## config.mk

```make
export PLATFORM = sky130hd
export DESIGN_NAME = sptt_ctrl
export DESIGN_NICKNAME = d
export VERILOG_FILES = /design/src/hdl/sptt_pkg.sv /design/src/hdl/sptt_ctrl.sv
export SDC_FILE = /design/constraint.sdc
export NUM_CORES = 1
export LEC_CHECK = 0
export ABC_AREA = 1
export BUFFER_PORTS_ARGS = -buffer_cell sky130_fd_sc_hd__buf_2
export CAP_MARGIN = 25
export CORE_UTILIZATION = 47
export DETAILED_ROUTE_END_ITERATION = 6
export HOLD_SLACK_MARGIN = 0.06
export PLACE_DENSITY = 0.82
export SLEW_MARGIN = 20
export SYNTH_ARGS = -nofsm -noshare
export SYNTH_HDL_FRONTEND = slang
export SYNTH_SLANG_ARGS = --single-unit
```

## constraint.sdc

```tcl
create_clock -name clk -period 1.45 [get_ports clk]
set_input_delay 0.145 -clock clk [delete_from_list [all_inputs] [get_ports clk]]
set_output_delay 0.145 -clock clk [all_outputs]
set_load 0.05 [all_outputs]
```

## src/hdl/sptt_pkg.sv

```systemverilog
// Shared constants, codes and controller/datapath interface types for the translator.
package sptt_pkg;

	localparam int NUM_FRAMES  = 1024;
	localparam int FRAME_WORDS = 512;
	localparam int FRAME_BITS  = 9;
	localparam int FIDX_W      = 10;
	localparam int MEM_AW      = 19;
	localparam int MEM_WORDS   = NUM_FRAMES * FRAME_WORDS;
	localparam int WORD_W      = 20;
	localparam int SEG_W       = 9;
	localparam int PAGE_W      = 10;
	localparam int VA_W        = 28;
	localparam int TAG_W       = 19;
	localparam int ZCNT_W      = 11;

	typedef enum logic [1:0] {
		K_READ      = 2'd0,
		K_WRITE     = 2'd1,
		K_LOAD_SEG  = 2'd2,
		K_LOAD_PAGE = 2'd3
	} kind_t;

	typedef enum logic [2:0] {
		ST_OK     = 3'd0,
		ST_PF     = 3'd1,
		ST_ERR    = 3'd2,
		ST_OOF    = 3'd3,
		ST_LOADED = 3'd4
	} status_t;

	typedef struct packed {
		logic    clr_write;
		logic    take;
		logic    rd_seg;
		logic    seg_latch;
		logic    rd_page;
		logic    ent_latch;
		logic    hit_latch;
		logic    scan_init;
		logic    scan_pair;
		logic    scan_rd;
		logic    scan_next;
		logic    setup_alloc;
		logic    setup_load_seg;
		logic    setup_load_page;
		logic    zero_wr;
		logic    mark_wr;
		logic    entry_wr;
		logic    tlb_hit_upd;
		logic    tlb_fill;
		logic    res_load;
		status_t res_status;
		logic    res_hit;
	} cmd_t;

	typedef struct packed {
		logic  clr_done;
		kind_t kind;
		logic  tlb_hit;
		logic  tlb_en;
		logic  rd_m1;
		logic  rd_zero;
		logic  rd_le0;
		logic  rd_pos;
		logic  val_pos;
		logic  scan_found;
		logic  scan_last;
		logic  zero_last;
		logic  mark_last;
		logic  out_free;
	} sts_t;

endpackage

```

## src/hdl/sptt_ctrl.sv

```systemverilog
// Controller state machine: sequences clearing, walks, allocation and loads.
module sptt_ctrl (
	input  logic           clk,
	input  logic           arst_n,
	input  logic           in_valid,
	output logic           in_stall,
	input  sptt_pkg::sts_t sts,
	output sptt_pkg::cmd_t cmd
);
	import sptt_pkg::*;

	typedef enum logic [11:0] {
		S_CLEAR    = 12'h001,
		S_IDLE     = 12'h002,
		S_DECODE   = 12'h004,
		S_SEG      = 12'h008,
		S_PG_RD    = 12'h010,
		S_PAGE     = 12'h020,
		S_SRCH_RD  = 12'h040,
		S_SRCH_CHK = 12'h080,
		S_ZERO     = 12'h100,
		S_MARK     = 12'h200,
		S_WRITE    = 12'h400,
		S_FIN      = 12'h800
	} state_t;

	typedef enum logic [1:0] {
		CTX_LOAD       = 2'd0,
		CTX_SEG_ALLOC  = 2'd1,
		CTX_PAGE_ALLOC = 2'd2
	} ctx_t;

	state_t  state_q, state_d;
	ctx_t    ctx_q, ctx_d;
	status_t fin_q, fin_d;
	logic    fin_hit_q, fin_hit_d;
	logic    is_rw;

	assign is_rw = (sts.kind == K_READ) || (sts.kind == K_WRITE);

	always_comb begin
		cmd       = '0;
		state_d   = state_q;
		ctx_d     = ctx_q;
		fin_d     = fin_q;
		fin_hit_d = fin_hit_q;
		unique case (state_q)
			S_CLEAR: begin
				cmd.clr_write = 1'b1;
				if (sts.clr_done) state_d = S_IDLE;
			end
			S_IDLE: begin
				if (in_valid) begin
					cmd.take = 1'b1;
					state_d  = S_DECODE;
				end
			end
			S_DECODE: begin
				cmd.rd_seg = 1'b1;
				priority if (is_rw && sts.tlb_hit) begin
					cmd.tlb_hit_upd = 1'b1;
					cmd.hit_latch   = 1'b1;
					fin_d     = ST_OK;
					fin_hit_d = 1'b1;
					state_d   = S_FIN;
				end else if (sts.kind == K_LOAD_SEG) begin
					cmd.setup_load_seg = 1'b1;
					ctx_d     = CTX_LOAD;
					fin_hit_d = 1'b0;
					state_d   = sts.val_pos ? S_ZERO : S_WRITE;
				end else begin
					state_d = S_SEG;
				end
			end
			S_SEG: begin
				cmd.seg_latch = 1'b1;
				fin_hit_d     = 1'b0;
				priority if (sts.kind == K_LOAD_PAGE) begin
					if (sts.rd_le0) begin
						fin_d   = ST_ERR;
						state_d = S_FIN;
					end else begin
						cmd.setup_load_page = 1'b1;
						ctx_d   = CTX_LOAD;
						state_d = sts.val_pos ? S_ZERO : S_WRITE;
					end
				end else if (sts.rd_m1) begin
					fin_d   = ST_PF;
					state_d = S_FIN;
				end else if (sts.rd_zero && sts.kind == K_WRITE) begin
					cmd.scan_init = 1'b1;
					cmd.scan_pair = 1'b1;
					ctx_d   = CTX_SEG_ALLOC;
					state_d = S_SRCH_RD;
				end else if (sts.rd_le0) begin
					fin_d   = ST_ERR;
					state_d = S_FIN;
				end else begin
					state_d = S_PG_RD;
				end
			end
			S_PG_RD: begin
				cmd.rd_page = 1'b1;
				state_d     = S_PAGE;
			end
			S_PAGE: begin
				fin_hit_d = 1'b0;
				priority if (sts.rd_pos) begin
					cmd.ent_latch = 1'b1;
					fin_d   = ST_OK;
					state_d = S_FIN;
				end else if (sts.rd_m1) begin
					fin_d   = ST_PF;
					state_d = S_FIN;
				end else if (sts.rd_zero && sts.kind == K_WRITE) begin
					cmd.scan_init = 1'b1;
					ctx_d   = CTX_PAGE_ALLOC;
					state_d = S_SRCH_RD;
				end else begin
					fin_d   = ST_ERR;
					state_d = S_FIN;
				end
			end
			S_SRCH_RD: begin
				cmd.scan_rd = 1'b1;
				state_d     = S_SRCH_CHK;
			end
			S_SRCH_CHK: begin
				priority if (sts.scan_found) begin
					cmd.setup_alloc = 1'b1;
					state_d = S_ZERO;
				end else if (sts.scan_last) begin
					fin_d   = ST_OOF;
					state_d = S_FIN;
				end else begin
					cmd.scan_next = 1'b1;
					state_d = S_SRCH_RD;
				end
			end
			S_ZERO: begin
				cmd.zero_wr = 1'b1;
				if (sts.zero_last) state_d = S_MARK;
			end
			S_MARK: begin
				cmd.mark_wr = 1'b1;
				if (sts.mark_last) state_d = S_WRITE;
			end
			S_WRITE: begin
				cmd.entry_wr = 1'b1;
				unique case (ctx_q)
					CTX_SEG_ALLOC: state_d = S_PG_RD;
					CTX_PAGE_ALLOC: begin
						fin_d   = ST_OK;
						state_d = S_FIN;
					end
					default: begin
						fin_d   = ST_LOADED;
						state_d = S_FIN;
					end
				endcase
			end
			S_FIN: begin
				if (sts.out_free) begin
					cmd.res_load   = 1'b1;
					cmd.res_status = fin_q;
					cmd.res_hit    = fin_hit_q;
					cmd.tlb_fill   = (fin_q == ST_OK) && !fin_hit_q && sts.tlb_en;
					state_d        = S_IDLE;
				end
			end
			default: state_d = S_IDLE;
		endcase
	end

	always_ff @(posedge clk or negedge arst_n) begin
		if (!arst_n) begin
			state_q <= S_CLEAR;
		end else begin
			state_q <= state_d;
		end
	end

	always_ff @(posedge clk) begin
		ctx_q     <= ctx_d;
		fin_q     <= fin_d;
		fin_hit_q <= fin_hit_d;
	end

	assign in_stall = (state_q != S_IDLE);

endmodule

```

==> run_results.csv, run 1 <==
group,metric,value,unit
place,place_inst,324,
floorplanning,io_pins,43,
yosys,synth.cell_area,1463,sq um
global_route,grt_max_degree,13,
global_route,grt_usage,0.8162,
timing,crit_endpoint,"cmd[2]",
clock_tree,cts_made_buffers,3,
floorplanning,fp.dieH,57.79,microns
place,dp_hpwl,3560,microns
yosys,synthCells,211,
yosys,synthTopCellsByCount,"41 x nand2_1, 40 x inv_1, 33 x nor2_1",
yosys,synth_nets,229,
yosys,synthFlopType,"dfrtp_1",
yosys,synth-seq-cells,18,
yosys,synth_most_common_cell,"nand2_1",
status,firstError,"[ERROR GRT-0232] Routing congestion too high. Check the congestion heatmap in the GUI.",
global_route,gr-total-overflow,180,
yosys,yosysSeqAreaShare,0.3293,
timing,endpoint_type,"output port",
status,lastStage,"global routing",
clock_tree,cts_num_sinks,18,
yosys,synth.area.top_cells,"dfrtp_1 19%, edfxtp_1 12%, nand2_1 11%, inv_1 10%, nor2_1 8.5%",
yosys,synth_top_area_share,0.1882,
clock_tree,cts-root-buf,"clkbuf_4",
place,place_congestion,0.8502,
floorplanning,die_width,57.79,microns
clock_tree,htreeDepth,1,
yosys,synth-warning-count,0,
yosys,yosysUniqueCellTypes,31,
status,status,"stopped before the end",
yosys,ys_async_sr_fraction,0.6667,
floorplanning,start_util,0.5127,
place,io_buffers,42,
yosys,synth_edf_count,6,
clock_tree,clockBufferDepth,2,
floorplanning,floorplan.rows,19,
yosys,synth.avg_cell_area,6.932,sq um
yosys,yosys.area.top_type,"dfrtp_1",
cell families after synthesis:
family | count (synthesis) | share of synthesized area
buf+inv | 46 | 0.1206
flops | 18 | 0.3293
simple gates | 127 | 0.4722
compound gates | 20 | 0.07784
per-layer routing:
layer,track usage,GRT overflow
met1,0.7822,1
met3,0.4464,0
met2,1.108,114
met4,1.037,65
met5,0,0
per-stage QoR:
stage          hold WS [ns]  setup TNS [ns]  utilization  setup WS [ns]  area (sq um)
2_1_floorplan       -0.1506          -3.237            -        -0.2866          1603
4_1_cts              0.1110          -11.84       0.9311        -0.4009          2656
3_5_place_dp        0.03529          -5.371       0.7518        -0.2970          2145
3_3_place_gp        0.03523          -3.209       0.7518        -0.2178          2145
repair_timing:
item / CTS
setup endpoints to repair: 43
hold buffers: 1
resized for setup: 94
endpoints found under the hold margin: 12
buffers inserted: 19
pin swaps: 21
==> inputs of run 2 (changes only) <==
--- a/config.mk
+++ b/config.mk
@@ -8,10 +8,9 @@
 export ABC_AREA = 1
 export BUFFER_PORTS_ARGS = -buffer_cell sky130_fd_sc_hd__buf_2
 export CAP_MARGIN = 25
-export CORE_UTILIZATION = 47
+export CORE_UTILIZATION = 35
 export DETAILED_ROUTE_END_ITERATION = 6
-export HOLD_SLACK_MARGIN = 0.06
-export PLACE_DENSITY = 0.82
+export PLACE_DENSITY_LB_ADDON = 0.15
 export SLEW_MARGIN = 20
 export SYNTH_ARGS = -nofsm -noshare
 export SYNTH_HDL_FRONTEND = slang
==> constraint.sdc (replaced) <==
create_clock -name clk -period 1.9 [get_ports clk]
set_input_delay 0.19 -clock clk [delete_from_list [all_inputs] [get_ports clk]]
set_output_delay 0.19 -clock clk [all_outputs]
set_load 0.05 [all_outputs]
==> run 2 against run 1 <==
  * The run now ends clean
  * Synthesized cell count is the same
  * Synthesized area is the same
==> run_results.csv, run 2 <==
group,metric,value,unit
pwr,switchingPower,0.0008424,W
place,io_buffers,42,
critical_path,ff2ff_path_depth,11,
yosys,ys_async_sr_fraction,0.6667,
routing,drt-total-wl,4002,microns
yosys,synthCells,211,
critical_path,cp-end-kind,"output pin",
pwr,internal_power,0.0009643,W
clock_tree,cts-root-buf,"clkbuf_8",
critical_path,crit_required,1.71,ns
worst_hold_path,hold_path_end,"state_q[0]",
pwr,clockPowerShare,0.178,
status,status,"completed",
timing,setup_viol,0,
critical_path,cp-start-kind,"flip-flop",
global_route,grt_max_degree,13,
yosys,yosys.area.top_type,"dfrtp_1",
timing,worst_pin_slew,0.3046,ns
clock_tree,cts_made_buffers,3,
layout,regMostFlops,"state_q",
place,post-place-ws,0.08801,ns
place,place_inst,305,
critical_path,rr_endpoint,"ctx_q[0]",
worst_hold_path,hold_path_class,"in -> reg",
routing,wl_per_cell,12.47,microns
routing,drt_iter0_markers,74,
place,place_congestion,0.8176,
timing,layout_setup_ws,0.04797,ns
routing,num_vias,1536,
critical_path,reg2reg_slack,0.10,ns
layout,largest_reg_flops,12,
critical_path,cp_max_fo,6,
timing,max_slew_margin,0.7969,
layout,instances_no_fill,321,
yosys,muxShareOfSynthArea,0,
place,placedInstanceArea,1768,sq um
timing,timing.fmax,0.5399,GHz
yosys,synth_xor_area_frac,0,
clock_tree,htreeDepth,1,
pwr,p_leak,1.120,nW
layout,largestRegisters,"state_q: 12 flops, fin_q: 3 flops, ctx_q: 2 flops",
yosys,synth_edf_count,6,
yosys,synth_top_area_share,0.1882,
layout,num_antenna_cells,0,
yosys,synth-simple-area-share,0.4722,
worst_hold_path,holdPathStages,4,
yosys,synth_compound_area_frac,0.07784,
clock_tree,cts_tree,"yes",
global_route,grt_usage,0.1896,
timing,final-hold-violation-count,0,
global_route,grt_pass1_wl,6244,microns
layout,layout_commonest_cell,"nand2_1",
yosys,synth-seq-cells,18,
floorplanning,die_area,4442,sq um
pwr,power_frac_comb,0.539,
critical_path,rr_startpoint,"state_q[0]",
timing,period_needed,1.852,ns
pwr,seq_power_share,0.283,
yosys,synthAdderAreaFrac,0,
clock_tree,clockBufferDepth,2,
global_route,grt_pass1_vias,1343,
yosys,synth.area.top_cells,"dfrtp_1 19%, edfxtp_1 12%, nand2_1 11%, inv_1 10%, nor2_1 8.5%",
global_route,antenna_found_initial,0,
routing,viasPerCell,4.785,
timing,period_share,0.9748,
yosys,yosysUniqueCellTypes,31,
floorplanning,die_width,66.65,microns
floorplanning,io_pins,43,
layout,final_core_util,0.5114,
pwr,p_per_area,883.1,nW/um^2
timing,rsz0062_at_grt,"true",
layout,nFillCells,420,
yosys,synth.cell_area,1463,sq um
yosys,synth-warning-count,0,
yosys,synth_most_common_cell,"nand2_1",
floorplanning,start_util,0.3657,
floorplanning,floorplan.rows,23,
layout,layout-drive-gt1-share,0.3948,
timing,finClkSkew,0.006493,ns
clock_tree,cts.reportedPaths.clkPinSlew,0.08,ns
yosys,synthFlopType,"dfrtp_1",
timing,final_max_slew_viol_count,0,
layout,stdcell_area,2046,sq um
yosys,synth.avg_cell_area,6.932,sq um
pwr,peakVddDrop,0.3245,mV
worst_hold_path,min_from,"sts[14]",
floorplanning,fp.dieH,66.65,microns
layout,syn_to_final_growth,39.86,%
clock_tree,worst_skew_pair.late_latency,0.26,ns
yosys,synth_top_family_by_area,"simple AND/OR/NAND/NOR gates",
yosys,synth_nets,229,
yosys,synthTopCellsByCount,"41 x nand2_1, 40 x inv_1, 33 x nor2_1",
routing,route.detailed.drc,0,
routing,ant_nets,0,
routing,drt_pass1_iterations,4,
clock_tree,cts_num_sinks,18,
critical_path,crit_arrival,1.66,ns
layout,fin_nets,290,
run,cap_violations,0,
place,dp_hpwl,3160,microns
floorplanning,coreArea,4000,sq um
pwr,swShare,0.4663,
layout,mostFrequentLayoutCells,"40 x nand2_1, 39 x inv_1, 24 x nor2_1, 24 x buf_2, 21 x buf_4",
global_route,gr-total-overflow,0,
yosys,yosysSeqAreaShare,0.3293,
critical_path,crit_type,"reg -> out",
==> run 2: cell counts after synthesis <==
No cell type changed its count.
==> run 2: kinds of logic after synthesis <==
| kind of cell | count (synthesis) |
|---|---|
| AOI/OAI and AO/OA | 20 |
| buffers and inverters | 46 |
| DFF | 18 |
| and+or+nand+nor | 127 |
==> run 2: layout make-up <==
type,instances,area (sq um),area share
Multi-Input combinational cell,147,883.3,0.4318
Sequential cell,18,483.0,0.2361
Timing Repair Buffer,57,392.9,0.1920
Inverter,45,168.9,0.08257
Tap cell,50,62.56,0.03058
Clock buffer,4,55.05,0.02691
==> run 2: routing by layer <==
layer,GRT usage,wire length (microns)
met1,0.2639,1916
met2,0.3018,1867
met3,0.02568,170
met4,0.05585,48
met5,0,0
==> run 2: critical path: stages, from the launching register on <==
cell	delay, ns
dfrtp_1	0.41
nor2_4	0.16
nand2_4	0.10
nor2_4	0.17
nand3_4	0.13
nor4_4	0.24
buf_6	0.19
==> run 2: worst max-delay path by stage <==
stage	from	endpoint	slack, ns	cells after the start
floorplan	state_q[8]	cmd[14]	-0.16	5
global placement	state_q[0]	fin_q[0]	0.11	10
detailed placement	state_q[6]	cmd[5]	0.09	6
CTS	state_q[6]	cmd[10]	-0.004	6
global route	state_q[2]	cmd[5]	-0.05	6
finish	state_q[7]	cmd[5]	0.05	6
==> run 2: power groups by stage <==
| stage | registers [W] | logic, W | clock network, W |
|---|---|---|---|
| finish | 0.000511 | 0.000974 | 0.000322 |
| global route | 0.000516 | 0.00106 | 0.000346 |
| global placement | 0.000518 | 0.000817 | 0 |
| detailed placement | 0.000520 | 0.000816 | 0 |
| floorplan | 0.000511 | 0.000623 | 0 |
| CTS | 0.000512 | 0.000847 | 0.000331 |
==> run 2: timing repair <==
| action | CTS | global route |
|---|---|---|
| setup buffers | 1 | 10 |
| pin swaps | 2 | 13 |
| setup endpoints to repair | 15 | 21 |
| hold buffers | 1 | 0 |
| hold endpoints to repair | 11 | 0 |
| resized for setup | 20 | 24 |
==> run 2: metrics by stage <==
stage | setup TNS [ns] | total power (W) | hold WS, ns
after global placement | 0 | 0.001335 | 0.09923
after detailed placement | 0 | 0.001336 | 0.09616
after global routing | -0.2019 | 0.001926 | 0.2416
after floorplan | -0.4156 | 0.001134 | -0.1056
after CTS | -0.004094 | 0.001690 | 0.2113
final | 0 | 0.001807 | 0.2184
Power figures use the tool's default switching activity.
